File: config.mk
export PLATFORM = sky130hd
export DESIGN_NAME = hamming_two_nearest_ratio_match_unit
export DESIGN_NICKNAME = d
export VERILOG_FILES = /design/src/rtl/core/hntrm_pkg.sv /design/src/rtl/core/hntrm_dist.sv /design/src/rtl/core/hntrm_track.sv /design/src/rtl/core/hamming_two_nearest_ratio_match_unit.sv
export SDC_FILE = /design/constraint.sdc
export NUM_CORES = 2
export LEC_CHECK = 0
export BUFFER_PORTS_ARGS = -buffer_cell sky130_fd_sc_hd__clkbuf_2
export CORE_AREA = 5 5 252 254
export CTS_CLUSTER_DIAMETER = 200
export DETAILED_ROUTE_END_ITERATION = 7
export DIE_AREA = 0 0 257 259
export PLACE_DENSITY = 0.79
export SYNTH_ARGS = -nofsm -noshare
export SYNTH_HDL_FRONTEND = slang
export SYNTH_SLANG_ARGS = --single-unit
File: constraint.sdc
create_clock -name i_clk -period 25.2 [get_ports i_clk]
set_input_delay 5.04 -clock i_clk [delete_from_list [all_inputs] [get_ports i_clk]]
set_output_delay 5.04 -clock i_clk [all_outputs]
set_load 0.02 [all_outputs]
File: src/rtl/core/hntrm_pkg.sv
`default_nettype none

package hntrm_pkg;

    // Descriptor layout: four 64-bit input words, of which the low
    // DESC_WORDS32 32-bit words take part in the distance.
    localparam int DESC_WORDS32 = 8;
    localparam int INDEX_BITS   = 12;
    localparam int LEVEL_BITS   = 3;

    localparam int DESC_BITS = 256;
    localparam int USED_BITS = DESC_WORDS32 * 32;
    localparam int DIST_W    = 9;
    localparam int LVL_W     = 4;
    localparam int CFG_W     = 9;

    localparam logic [DIST_W-1:0] NO_DIST     = 9'd256;
    localparam logic [LVL_W-1:0]  NO_LEVEL    = 4'hF;
    localparam logic [CFG_W-1:0]  RATIO_RESET = 9'd154;
    localparam logic [CFG_W-1:0]  MAXD_RESET  = 9'd100;

    typedef enum logic {
        REG_RATIO_Q8     = 1'b0,
        REG_MAX_DISTANCE = 1'b1
    } t_reg_idx;

    typedef enum logic {
        KIND_QUERY = 1'b0,
        KIND_CAND  = 1'b1
    } t_kind;

    // One request as it moves down the pipeline
    typedef struct packed {
        t_kind                  kind;
        logic                   observed;
        logic                   last;
        logic [LEVEL_BITS-1:0]  lvl;
        logic [INDEX_BITS-1:0]  idx;
        logic [DIST_W-1:0]      ham_dist;
    } t_item;

    typedef struct packed {
        logic [DIST_W-1:0]      best_dist;
        logic [DIST_W-1:0]      second_dist;
        logic [LVL_W-1:0]       best_lvl;
        logic [LVL_W-1:0]       second_lvl;
        logic [INDEX_BITS-1:0]  best_idx;
    } t_track;

    localparam t_track TRACK_CLEAR = '{
        best_dist:   NO_DIST,
        second_dist: NO_DIST,
        best_lvl:    NO_LEVEL,
        second_lvl:  NO_LEVEL,
        best_idx:    '0
    };

endpackage

`default_nettype wire

File: src/rtl/core/hntrm_dist.sv
`default_nettype none

module hntrm_dist import hntrm_pkg::*; (
    input  wire logic [DESC_BITS-1:0] i_query,
    input  wire logic [DESC_BITS-1:0] i_desc,
    output logic      [DIST_W-1:0]    o_dist
);

    logic [DESC_BITS-1:0] diff;
    logic [3:0] cnt_l0 [32];
    logic [4:0] cnt_l1 [16];
    logic [5:0] cnt_l2 [8];
    logic [6:0] cnt_l3 [4];
    logic [7:0] cnt_l4 [2];

    always_comb begin
        for (int b = 0; b < DESC_BITS; b++) begin
            diff[b] = (b < USED_BITS) ? (i_query[b] ^ i_desc[b]) : 1'b0;
        end
        // byte counts, then a balanced adder tree
        for (int i = 0; i < 32; i++) begin
            cnt_l0[i] = '0;
            for (int j = 0; j < 8; j++) begin
                cnt_l0[i] = cnt_l0[i] + 4'(diff[8*i+j]);
            end
        end
        for (int i = 0; i < 16; i++) begin
            cnt_l1[i] = 5'(cnt_l0[2*i]) + 5'(cnt_l0[2*i+1]);
        end
        for (int i = 0; i < 8; i++) begin
            cnt_l2[i] = 6'(cnt_l1[2*i]) + 6'(cnt_l1[2*i+1]);
        end
        for (int i = 0; i < 4; i++) begin
            cnt_l3[i] = 7'(cnt_l2[2*i]) + 7'(cnt_l2[2*i+1]);
        end
        for (int i = 0; i < 2; i++) begin
            cnt_l4[i] = 8'(cnt_l3[2*i]) + 8'(cnt_l3[2*i+1]);
        end
        o_dist = 9'(cnt_l4[0]) + 9'(cnt_l4[1]);
    end

endmodule

`default_nettype wire

File: src/rtl/core/hntrm_track.sv
`default_nettype none

module hntrm_track import hntrm_pkg::*; (
    input  wire logic   i_clk,
    input  wire logic   i_rst_n,
    input  wire logic   i_go,
    input  wire t_item  i_item,
    output t_track      o_next
);

    t_track r_track;
    t_track n_track;

    always_comb begin
        n_track = r_track;
        if (i_go) begin
            if (i_item.kind == KIND_QUERY) begin
                n_track = TRACK_CLEAR;
            end else if (!i_item.observed) begin
                priority if (i_item.ham_dist < r_track.best_dist) begin
                    // demote the old best
                    n_track.second_dist = r_track.best_dist;
                    n_track.second_lvl  = r_track.best_lvl;
                    n_track.best_dist   = i_item.ham_dist;
                    n_track.best_lvl    = LVL_W'(i_item.lvl);
                    n_track.best_idx    = i_item.idx;
                end else if (i_item.ham_dist < r_track.second_dist) begin
                    n_track.second_dist = i_item.ham_dist;
                    n_track.second_lvl  = LVL_W'(i_item.lvl);
                end else begin
                    n_track = r_track;
                end
            end
        end
    end

    always_ff @(posedge i_clk) begin
        if (!i_rst_n) begin
            r_track <= TRACK_CLEAR;
        end else begin
            r_track <= n_track;
        end
    end

    assign o_next = n_track;

endmodule

`default_nettype wire

File: src/rtl/core/hamming_two_nearest_ratio_match_unit.sv
// Nearest / second-nearest Hamming matcher with a ratio test.
// Input channel (i_in_valid / o_in_ready) takes one request per cycle while o_in_ready is high: a
// query (kind 0) loads the 256-bit reference descriptor and clears the
// tracker; a candidate (kind 1) is compared by Hamming distance unless it is
// marked as already observed. A request with last set yields one verdict on
// the output channel (o_out_valid / i_out_ready); other requests yield none.
// Throughput: one request per cycle while o_in_ready is high. Pipeline: input
// register and popcount tree, tracker update, ratio multiply, output register.
// A last request passes through stages A, B and C, then the output register.
// When the receiver stalls, non-last requests keep flowing through the
// tracker; up to two verdicts wait in the pipeline, and input is held off
// only once a further last request cannot advance.
// Configuration writes (i_cfg_we, i_cfg_idx, i_cfg_wdata) take effect at the
// next edge: index 0 is ratio_q8, index 1 is max_distance.
// Reset (synchronous, active low) empties the pipeline, zeroes the query,
// clears the tracker and sets ratio_q8 to 154 and max_distance to 100.
`default_nettype none

module hamming_two_nearest_ratio_match_unit import hntrm_pkg::*; (
    input  wire logic                   i_clk,
    input  wire logic                   i_rst_n,

    input  wire logic                   i_cfg_we,
    input  wire logic                   i_cfg_idx,
    input  wire logic [CFG_W-1:0]       i_cfg_wdata,

    input  wire logic                   i_in_valid,
    output logic                        o_in_ready,
    input  wire logic                   i_kind,
    input  wire logic [63:0]            i_desc_word0,
    input  wire logic [63:0]            i_desc_word1,
    input  wire logic [63:0]            i_desc_word2,
    input  wire logic [63:0]            i_desc_word3,
    input  wire logic [LEVEL_BITS-1:0]  i_scale_level,
    input  wire logic [INDEX_BITS-1:0]  i_candidate_index,
    input  wire logic                   i_already_observed,
    input  wire logic                   i_last,

    output logic                        o_out_valid,
    input  wire logic                   i_out_ready,
    output logic                        o_matched,
    output logic [INDEX_BITS-1:0]       o_match_index,
    output logic [DIST_W-1:0]           o_best_distance,
    output logic [DIST_W-1:0]           o_second_distance
);

    logic [CFG_W-1:0]     r_ratio_q8;
    logic [CFG_W-1:0]     r_max_dist;
    logic [DESC_BITS-1:0] r_query;

    logic                 r_a_valid;
    t_item                r_a;
    logic [DESC_BITS-1:0] r_a_desc;

    logic                 r_b_valid;
    t_item                r_b;

    logic                 r_c_valid;
    t_track               r_c;

    logic                 r_out_valid;
    logic                 r_matched;
    logic [INDEX_BITS-1:0] r_match_index;
    logic [DIST_W-1:0]    r_best;
    logic [DIST_W-1:0]    r_second;

    logic                 out_free;
    logic                 c_free;
    logic                 b_go;
    logic                 b_free;
    logic                 a_free;
    logic                 in_acc;
    logic [DIST_W-1:0]    a_dist;
    t_item                a_item;
    t_track               track_next;

    logic                 dist_ok;
    logic                 same_lvl;
    logic [17:0]          lhs;
    logic [17:0]          rhs;
    logic                 n_matched;

    // Handshake chain: a stage moves when the one after it can take it.
    // Only last requests occupy the verdict stages.
    assign out_free   = !r_out_valid || i_out_ready;
    assign c_free     = !r_c_valid || out_free;
    assign b_go       = r_b_valid && (!r_b.last || c_free);
    assign b_free     = !r_b_valid || b_go;
    assign a_free     = !r_a_valid || b_free;
    assign in_acc     = i_in_valid && a_free;
    assign o_in_ready = a_free;

    always_ff @(posedge i_clk) begin
        if (!i_rst_n) begin
            r_ratio_q8 <= RATIO_RESET;
            r_max_dist <= MAXD_RESET;
        end else if (i_cfg_we) begin
            unique case (t_reg_idx'(i_cfg_idx))
                REG_RATIO_Q8:     r_ratio_q8 <= i_cfg_wdata;
                REG_MAX_DISTANCE: r_max_dist <= i_cfg_wdata;
            endcase
        end
    end

    // Load the query at accept; candidates already in stage A were issued
    // before it and have finished with the old query by then.
    always_ff @(posedge i_clk) begin
        if (!i_rst_n) begin
            r_query <= '0;
        end else if (in_acc && (t_kind'(i_kind) == KIND_QUERY)) begin
            r_query <= {i_desc_word3, i_desc_word2, i_desc_word1, i_desc_word0};
        end
    end

    // Stage A: input register
    always_ff @(posedge i_clk) begin
        if (!i_rst_n) begin
            r_a_valid <= 1'b0;
        end else if (a_free) begin
            r_a_valid <= i_in_valid;
        end
    end

    always_ff @(posedge i_clk) begin
        if (in_acc) begin
            r_a.kind     <= t_kind'(i_kind);
            r_a.observed <= i_already_observed;
            r_a.last     <= i_last;
            r_a.lvl      <= i_scale_level;
            r_a.idx      <= i_candidate_index;
            r_a.ham_dist <= '0;
            r_a_desc     <= {i_desc_word3, i_desc_word2, i_desc_word1, i_desc_word0};
        end
    end

    hntrm_dist u_dist (
        .i_query (r_query),
        .i_desc  (r_a_desc),
        .o_dist  (a_dist)
    );

    always_comb begin
        a_item          = r_a;
        a_item.ham_dist = a_dist;
    end

    // Stage B: distance register, feeds the tracker
    always_ff @(posedge i_clk) begin
        if (!i_rst_n) begin
            r_b_valid <= 1'b0;
        end else if (b_free) begin
            r_b_valid <= r_a_valid;
        end
    end

    always_ff @(posedge i_clk) begin
        if (b_free && r_a_valid) begin
            r_b <= a_item;
        end
    end

    hntrm_track u_track (
        .i_clk   (i_clk),
        .i_rst_n (i_rst_n),
        .i_go    (b_go),
        .i_item  (r_b),
        .o_next  (track_next)
    );

    // Stage C: tracker snapshot after a last request
    always_ff @(posedge i_clk) begin
        if (!i_rst_n) begin
            r_c_valid <= 1'b0;
        end else if (c_free) begin
            r_c_valid <= b_go && r_b.last;
        end
    end

    always_ff @(posedge i_clk) begin
        if (c_free && b_go && r_b.last) begin
            r_c <= track_next;
        end
    end

    // Verdict: distance limit, then ratio test when both levels agree
    always_comb begin
        dist_ok   = (r_c.best_dist != NO_DIST) && (r_c.best_dist <= r_max_dist);
        same_lvl  = (r_c.best_lvl == r_c.second_lvl);
        lhs       = {1'b0, r_c.best_dist, 8'b0};
        rhs       = 18'(r_ratio_q8) * 18'(r_c.second_dist);
        n_matched = dist_ok && !(same_lvl && (lhs > rhs));
    end

    always_ff @(posedge i_clk) begin
        if (!i_rst_n) begin
            r_out_valid <= 1'b0;
        end else if (out_free) begin
            r_out_valid <= r_c_valid;
        end
    end

    always_ff @(posedge i_clk) begin
        if (out_free && r_c_valid) begin
            r_matched     <= n_matched;
            r_match_index <= n_matched ? r_c.best_idx : '0;
            r_best        <= r_c.best_dist;
            r_second      <= r_c.second_dist;
        end
    end

    assign o_out_valid       = r_out_valid;
    assign o_matched         = r_matched;
    assign o_match_index     = r_match_index;
    assign o_best_distance   = r_best;
    assign o_second_distance = r_second;

endmodule

`default_nettype wire

# [Word-level counts from Yosys, hierarchy flattened]
# Index checks and enable logic that the tools add are counted.
[word_totals] elab_cells=583 register_bits=686
[op_classes] eq_ne=2 mux=6 n_lt_le_gt_ge=4 n_addsub=255 reduce_logical=24 n_bitwise=258 mul=1
[op_table] operator="4-bit by 1-bit adder with 4-bit output" n=192
[op_table] operator="1-bit bitwise XOR" n=256
[op_table] operator="38-bit two-way mux" n=4
[op_table] operator="4-bit by 4-bit adder with 5-bit output" n=16
[op_table] operator="1-bit by 1-bit adder with 2-bit output" n=32
[op_table] operator="5-bit by 5-bit adder with 6-bit output" n=8
[op_table] operator="6-bit by 6-bit adder with 7-bit output" n=4
[op_table] operator="17-bit by 18-bit greater-than comparator with 1-bit output" n=1
[op_table] operator="9-bit < comparator" n=2
[op_table] operator="9-bit by 9-bit multiplier with 18-bit output" n=1
[op_table] operator="7-bit by 7-bit adder with 8-bit output" n=2
[op_table] operator="1-bit logical AND" n=11
[op_table] operator="8-bit by 8-bit adder with 9-bit output" n=1
[op_table] operator="9-bit <= comparator" n=1
[op_table] operator="9-bit two-way mux" n=1
[op_table] operator="9-bit != test, second input constant" n=1
[op_table] operator="1-bit logical NOT" n=6
[op_table] operator="1-bit logical OR" n=5
[op_table] operator="4-bit == test" n=1
[op_table] operator="4-bit two-way mux" n=1
[op_table] operator="2-bit AND reduction" n=2
[op_table] operator="1-bit NOT" n=2

# [Logic depth before layout (Yosys ltp)]
[depth] word_depth=13 ltp_mapped=33 mapped_depth_nobuf=33

# [Modules after synthesis]
# Synthesis repeated with hierarchy kept, for this count alone.
[unflattened] cells_unflattened=3155 hier_area_um2=36232.2
[by_module_without_submodules] module="hamming_two_nearest_ratio_match_unit" seq_area_each_um2=16676.0 area_each_um2=24848.8 instances=1 cells_each=1991
[by_module_without_submodules] module="hntrm_dist" seq_area_each_um2=0.0 area_each_um2=8749.6 instances=1 cells_each=830
[by_module_without_submodules] module="hntrm_track" seq_area_each_um2=760.7 area_each_um2=2633.8 instances=1 cells_each=334

# [Worst setup path after synthesis]
# OpenSTA, ideal clock, no wires.
[synth_path] path_kind="input port to flip-flop" from="input i_out_ready" to="register r_query[201]" required_ps=25068 slack_ps=4682 path_stages=8 arrival_time_ps=20385 path_cell_list="nand3b_1 -> nor2_1 -> a21oi_1 -> nand2b_1 -> buf_2 -> clkbuf_1 -> nand2_1 -> a21oi_1"
[synth_between] elab_chain_cells=8
[synth_rtl] item="start, declared" line="hamming_two_nearest_ratio_match_unit.sv:40" source="input wire logic i_out_ready,"
[synth_rtl] item="1-bit logical OR" line="hamming_two_nearest_ratio_match_unit.sv:85" source="assign out_free = !r_out_valid || i_out_ready;"
[synth_rtl] item="1-bit logical OR" line="hamming_two_nearest_ratio_match_unit.sv:86" source="assign c_free = !r_c_valid || out_free;"
[synth_rtl] item="1-bit logical OR" line="hamming_two_nearest_ratio_match_unit.sv:87" source="assign b_go = r_b_valid && (!r_b.last || c_free);"
[synth_rtl] item="1-bit logical AND" line="hamming_two_nearest_ratio_match_unit.sv:87"
[synth_rtl] item="1-bit logical OR" line="hamming_two_nearest_ratio_match_unit.sv:88" source="assign b_free = !r_b_valid || b_go;"
[synth_rtl] item="1-bit logical OR" line="hamming_two_nearest_ratio_match_unit.sv:89" source="assign a_free = !r_a_valid || b_free;"
[synth_rtl] item="1-bit logical AND" line="hamming_two_nearest_ratio_match_unit.sv:90" source="assign in_acc = i_in_valid && a_free;"
[synth_rtl] item="named net in_acc" line="hamming_two_nearest_ratio_match_unit.sv:72" source="logic in_acc;"
[synth_rtl] item="1-bit logical AND" line="hamming_two_nearest_ratio_match_unit.sv:110" source="end else if (in_acc && (t_kind'(i_kind) == KIND_QUERY)) begin"
[synth_rtl] item="end signal, assigned" line="hamming_two_nearest_ratio_match_unit.sv:111" source="r_query <= {i_desc_word3, i_desc_word2, i_desc_word1, i_desc_word0};"
[synth_rtl] item="end, declared" line="hamming_two_nearest_ratio_match_unit.sv:49" source="logic [DESC_BITS-1:0] r_query;"
# The timed path passes the listed nets, and every way through them passes these cells.
# A chain may end at the register's enable or synchronous reset.

# [Worst setup path after layout]
[layout_path] from="input i_out_ready" to="output o_in_ready"
[layout_between] elab_chain_cells=6
[layout_rtl] item="1-bit logical OR" line="hamming_two_nearest_ratio_match_unit.sv:85"
[layout_rtl] item="1-bit logical OR" line="hamming_two_nearest_ratio_match_unit.sv:86"
[layout_rtl] item="1-bit logical OR" line="hamming_two_nearest_ratio_match_unit.sv:87"
[layout_rtl] item="1-bit logical AND" line="hamming_two_nearest_ratio_match_unit.sv:87"
[layout_rtl] item="1-bit logical OR" line="hamming_two_nearest_ratio_match_unit.sv:88"
[layout_rtl] item="1-bit logical OR" line="hamming_two_nearest_ratio_match_unit.sv:89"
[layout_rtl] item="end, declared" line="hamming_two_nearest_ratio_match_unit.sv:28" source="output logic o_in_ready,"
# Every way passes these cells.

==> key figures <==
Run status
  • Status: finished, final reports clean

Yosys
  • Count leader, synth: nand2_1
  • Cell Area, Synth: between 0.03 and 0.04 mm^2
  • Yosys warns: 0
  • #FFs+latches synth: just under 700
  • Area leader, netlist: edfxtp_1
  • Synth cell types: between 60 and 70
  • Syn Area/Cell: 11.1 um^2
  • Most frequent cells after synthesis: nand2_1 (646), inv_1 (403), edfxtp_1 (370)
  • Async SR Flop Fraction: 0%
  • Post-synth EDFFs: 370
  • Seq/Total Area, Yosys: between 40% and 50%
  • Post-synth top area share: 30.2%
  • Ys flop type: edfxtp_1
  • Cells after Synth: ~3300
  • Syn_nets: slightly above 4000
  • Area contributors post-synth: edfxtp_1 (30%), dfxtp_1 (17%), fa_1 (16%), nand2_1 (6.6%), ha_1 (6.5%)

Worst setup path
  • Cell repeated most along the worst path: clkbuf_2
  • CP bufs+invs: 2
  • Type of the worst setup path: in -> out
  • Startpoint types: input port
  • WP data arrival: 6.08 ns
  • WP data required: about 20 ns
  • Dominant delay contributor by cell family on the critical path: simple AND/OR/NAND/NOR gates
  • Crit-path cells: clkbuf_2 -> nand3b_1 -> nor2_1 -> nand2_1 -> clkbuf_2
  • Kind of end point of the critical path: primary output
  • Critical-path top delay cell: nor2_1
  • Crit Path Max Fanout: 5
  • Max stage delay on crit path: approximately 0.4 ns

GRT
  • Total gr overflow: 0
  • Overall routing resource usage: a little under a quarter
  • Number of global-route vias before repair: 24700
  • Pin count of the biggest net entering global routing: ~200
  • First-pass GRT wire length: 126000 um
  • Initial antenna violation count: 18

Die
  • Die Span Y: approximately 260 um
  • Num rows: 91
  • IO Count: about 320
  • Core area: approximately 0.061 mm^2
  • Die X: about 260 um
  • Die area: about 0.067 mm^2
  • Initial cell density of the core: between 60 and 70%

Place
  • Dpl hpwl: between 50000 and 60000 um
  • Inst Count DP: around 4300
  • I/O Buffers: roughly 320
  • Routability cong.: between 0.8 and 0.9

Clock network
  • TritonCTS clock tree: built
  • Root Driver: clkbuf_16
  • CTS resizes: 0
  • Worst-path clk slew: approximately 0.060 ns
  • Worst-skew pair later-pin latency: 0.61 ns
  • H-tree depth: 3
  • Post-CTS Setup Bufs: 0
  • Hold_buf cts: 0
  • # clock sinks: about 700
  • Longest Clk Path Bufs: 3
  • CTS Buf Count: 73

Route
  • Drt drc: 0
  • DRT iter0 DRCs: about 1600
  • Antenna-violating nets left: 0
  • DR vias/cell: ~5.2
  • Post-Route WL: 78600 um
  • Drt pass-1 iters: 5
  • Per-cell routed wire length: about 18 um
  • Vias: roughly 23000

STA
  • Worst Tran Pin Value: approximately 1.2 ns
  • Slew Viols, Final: 0
  • Worst slew margin: between 10% and 20%
  • Clock skew: roughly 0.029 ns
  • RSZ-0062 raised after global routing: false
  • Hold violation total from the final report: 0
  • Period Utilization, post-route: 44.1%
  • Endpoints failing setup: 0
  • Fin crit period: between 10 and 15 ns
  • TNS Setup: 0 ns
  • Fmax achieved: between 80 and 90 MHz

Layout
  • Share of cells above drive strength 1: between 10% and 20%
  • Layout Cells excl Fill: ~4500
  • Synthesis-to-finish area growth: 12.8%
  • NumNets Final: around 4400
  • # fillers: approximately 4600

Run
  • Number of max-cap violations: 0

Hold path
  • Hold Path Class: reg -> reg
-- worst paths after layout --
| kind | slack (ns) | start | endpoint | cells after the start |
|---|---|---|---|---|
| min | 0.41 | a_item[22]$_DFFE_PP_ | r_b[22]$_DFFE_PP_ | 0 |
| min reg2reg | 0.41 | a_item[22]$_DFFE_PP_ | r_b[22]$_DFFE_PP_ | 0 |
| max | 14.08 | i_out_ready | o_in_ready | 5 |
| max reg2reg | 16.20 | r_a_desc[128]$_DFFE_PP_ | r_b[8]$_DFFE_PP_ | 30 |
-- area by class of cell --
| cell class | count | area [um^2] | area share (%) |
|---|---|---|---|
| sequential | 686 | 17400 | 42.1 |
| multi-input combinational | 2094 | 17300 | 41.6 |
| clock buffer | 107 | 2150 | 5.18 |
| timing repair buffer | 336 | 1740 | 4.21 |
| inverter | 404 | 1520 | 3.68 |
| tap | 790 | 988 | 2.38 |
| clock inverter | 29 | 328 | 0.791 |
| antenna | 14 | 35.0 | 0.0845 |
-- logic make-up after synthesis --
group | Yosys count | synth area share (%)
XOR/XNOR | 307 | 7.32
buffers and inverters | 529 | 5.70
AND/OR/NAND/NOR | 868 | 9.94
adder cells (fa/ha/maj) | 491 | 22.9
AO/OA/AOI/OAI | 428 | 6.72
flip-flops | 686 | 47.5
-- per-stage QoR --
stage	setup WS, ns	hold WS (ns)	utilization [%]	cell area [um^2]
final	14.08	0.405	67.9	41500
after floorplan	4.68	0.400	-	36700
after detailed placement	14.13	0.405	63.8	39000
after global routing	14.00	0.421	67.9	41400
after CTS	14.09	0.407	67.9	41400
after global placement	14.15	0.401	63.8	39000
-- state kept, by name (all words and copies together), names as in the netlist, 9 cells and up --
register / count
o_best_distance: 9
r_ratio_q8: 9
r_c: 29
r_a_desc: 256
a_item: 18
u_track.r_track: 38
r_query: 256
o_second_distance: 9
r_b: 27
r_max_dist: 9
o_match_index: 12
lhs: 9
-- cells in the final DEF (no fill, tap or decap), types with 13 or more instances in the layout --
cell	netlist	routed
o221ai_1	16	16
clkbuf_8	1	13
fa_1	301	301
nor2b_1	42	39
o21ai_0	18	18
clkbuf_2	0	321
a21o_1	14	14
diode_2	0	14
xnor2_1	179	179
edfxtp_1	370	370
or3_1	15	15
xor2_1	128	128
clkbuf_1	78	18
clkinv_2	0	15
ha_1	190	190
a31oi_1	14	14
nand2_1	646	646
dfxtp_1	316	316
nand3_1	55	55
buf_4	0	13
clkbuf_16	0	76
and2_1	36	36
nor2_1	39	39
inv_1	403	403
a21oi_1	299	298
o21a_1	21	21
-- layer usage --
layer | track usage [%] | vias up | wire length (um) | part of all wire, %
met3 | 4.52 | 158 | 4330 | 5.5
met1 | 29.5 | 11400 | 30800 | 39
met5 | 0 | - | 65 | 0.083
met2 | 41.4 | 573 | 40800 | 52
li1 | - | 11300 | - | -
met4 | 8.81 | 10 | 2580 | 3.3
Power is left out: the tool's default activity adds up to more than one toggle a clock period on the data nets, which glitch-free logic cannot reach.
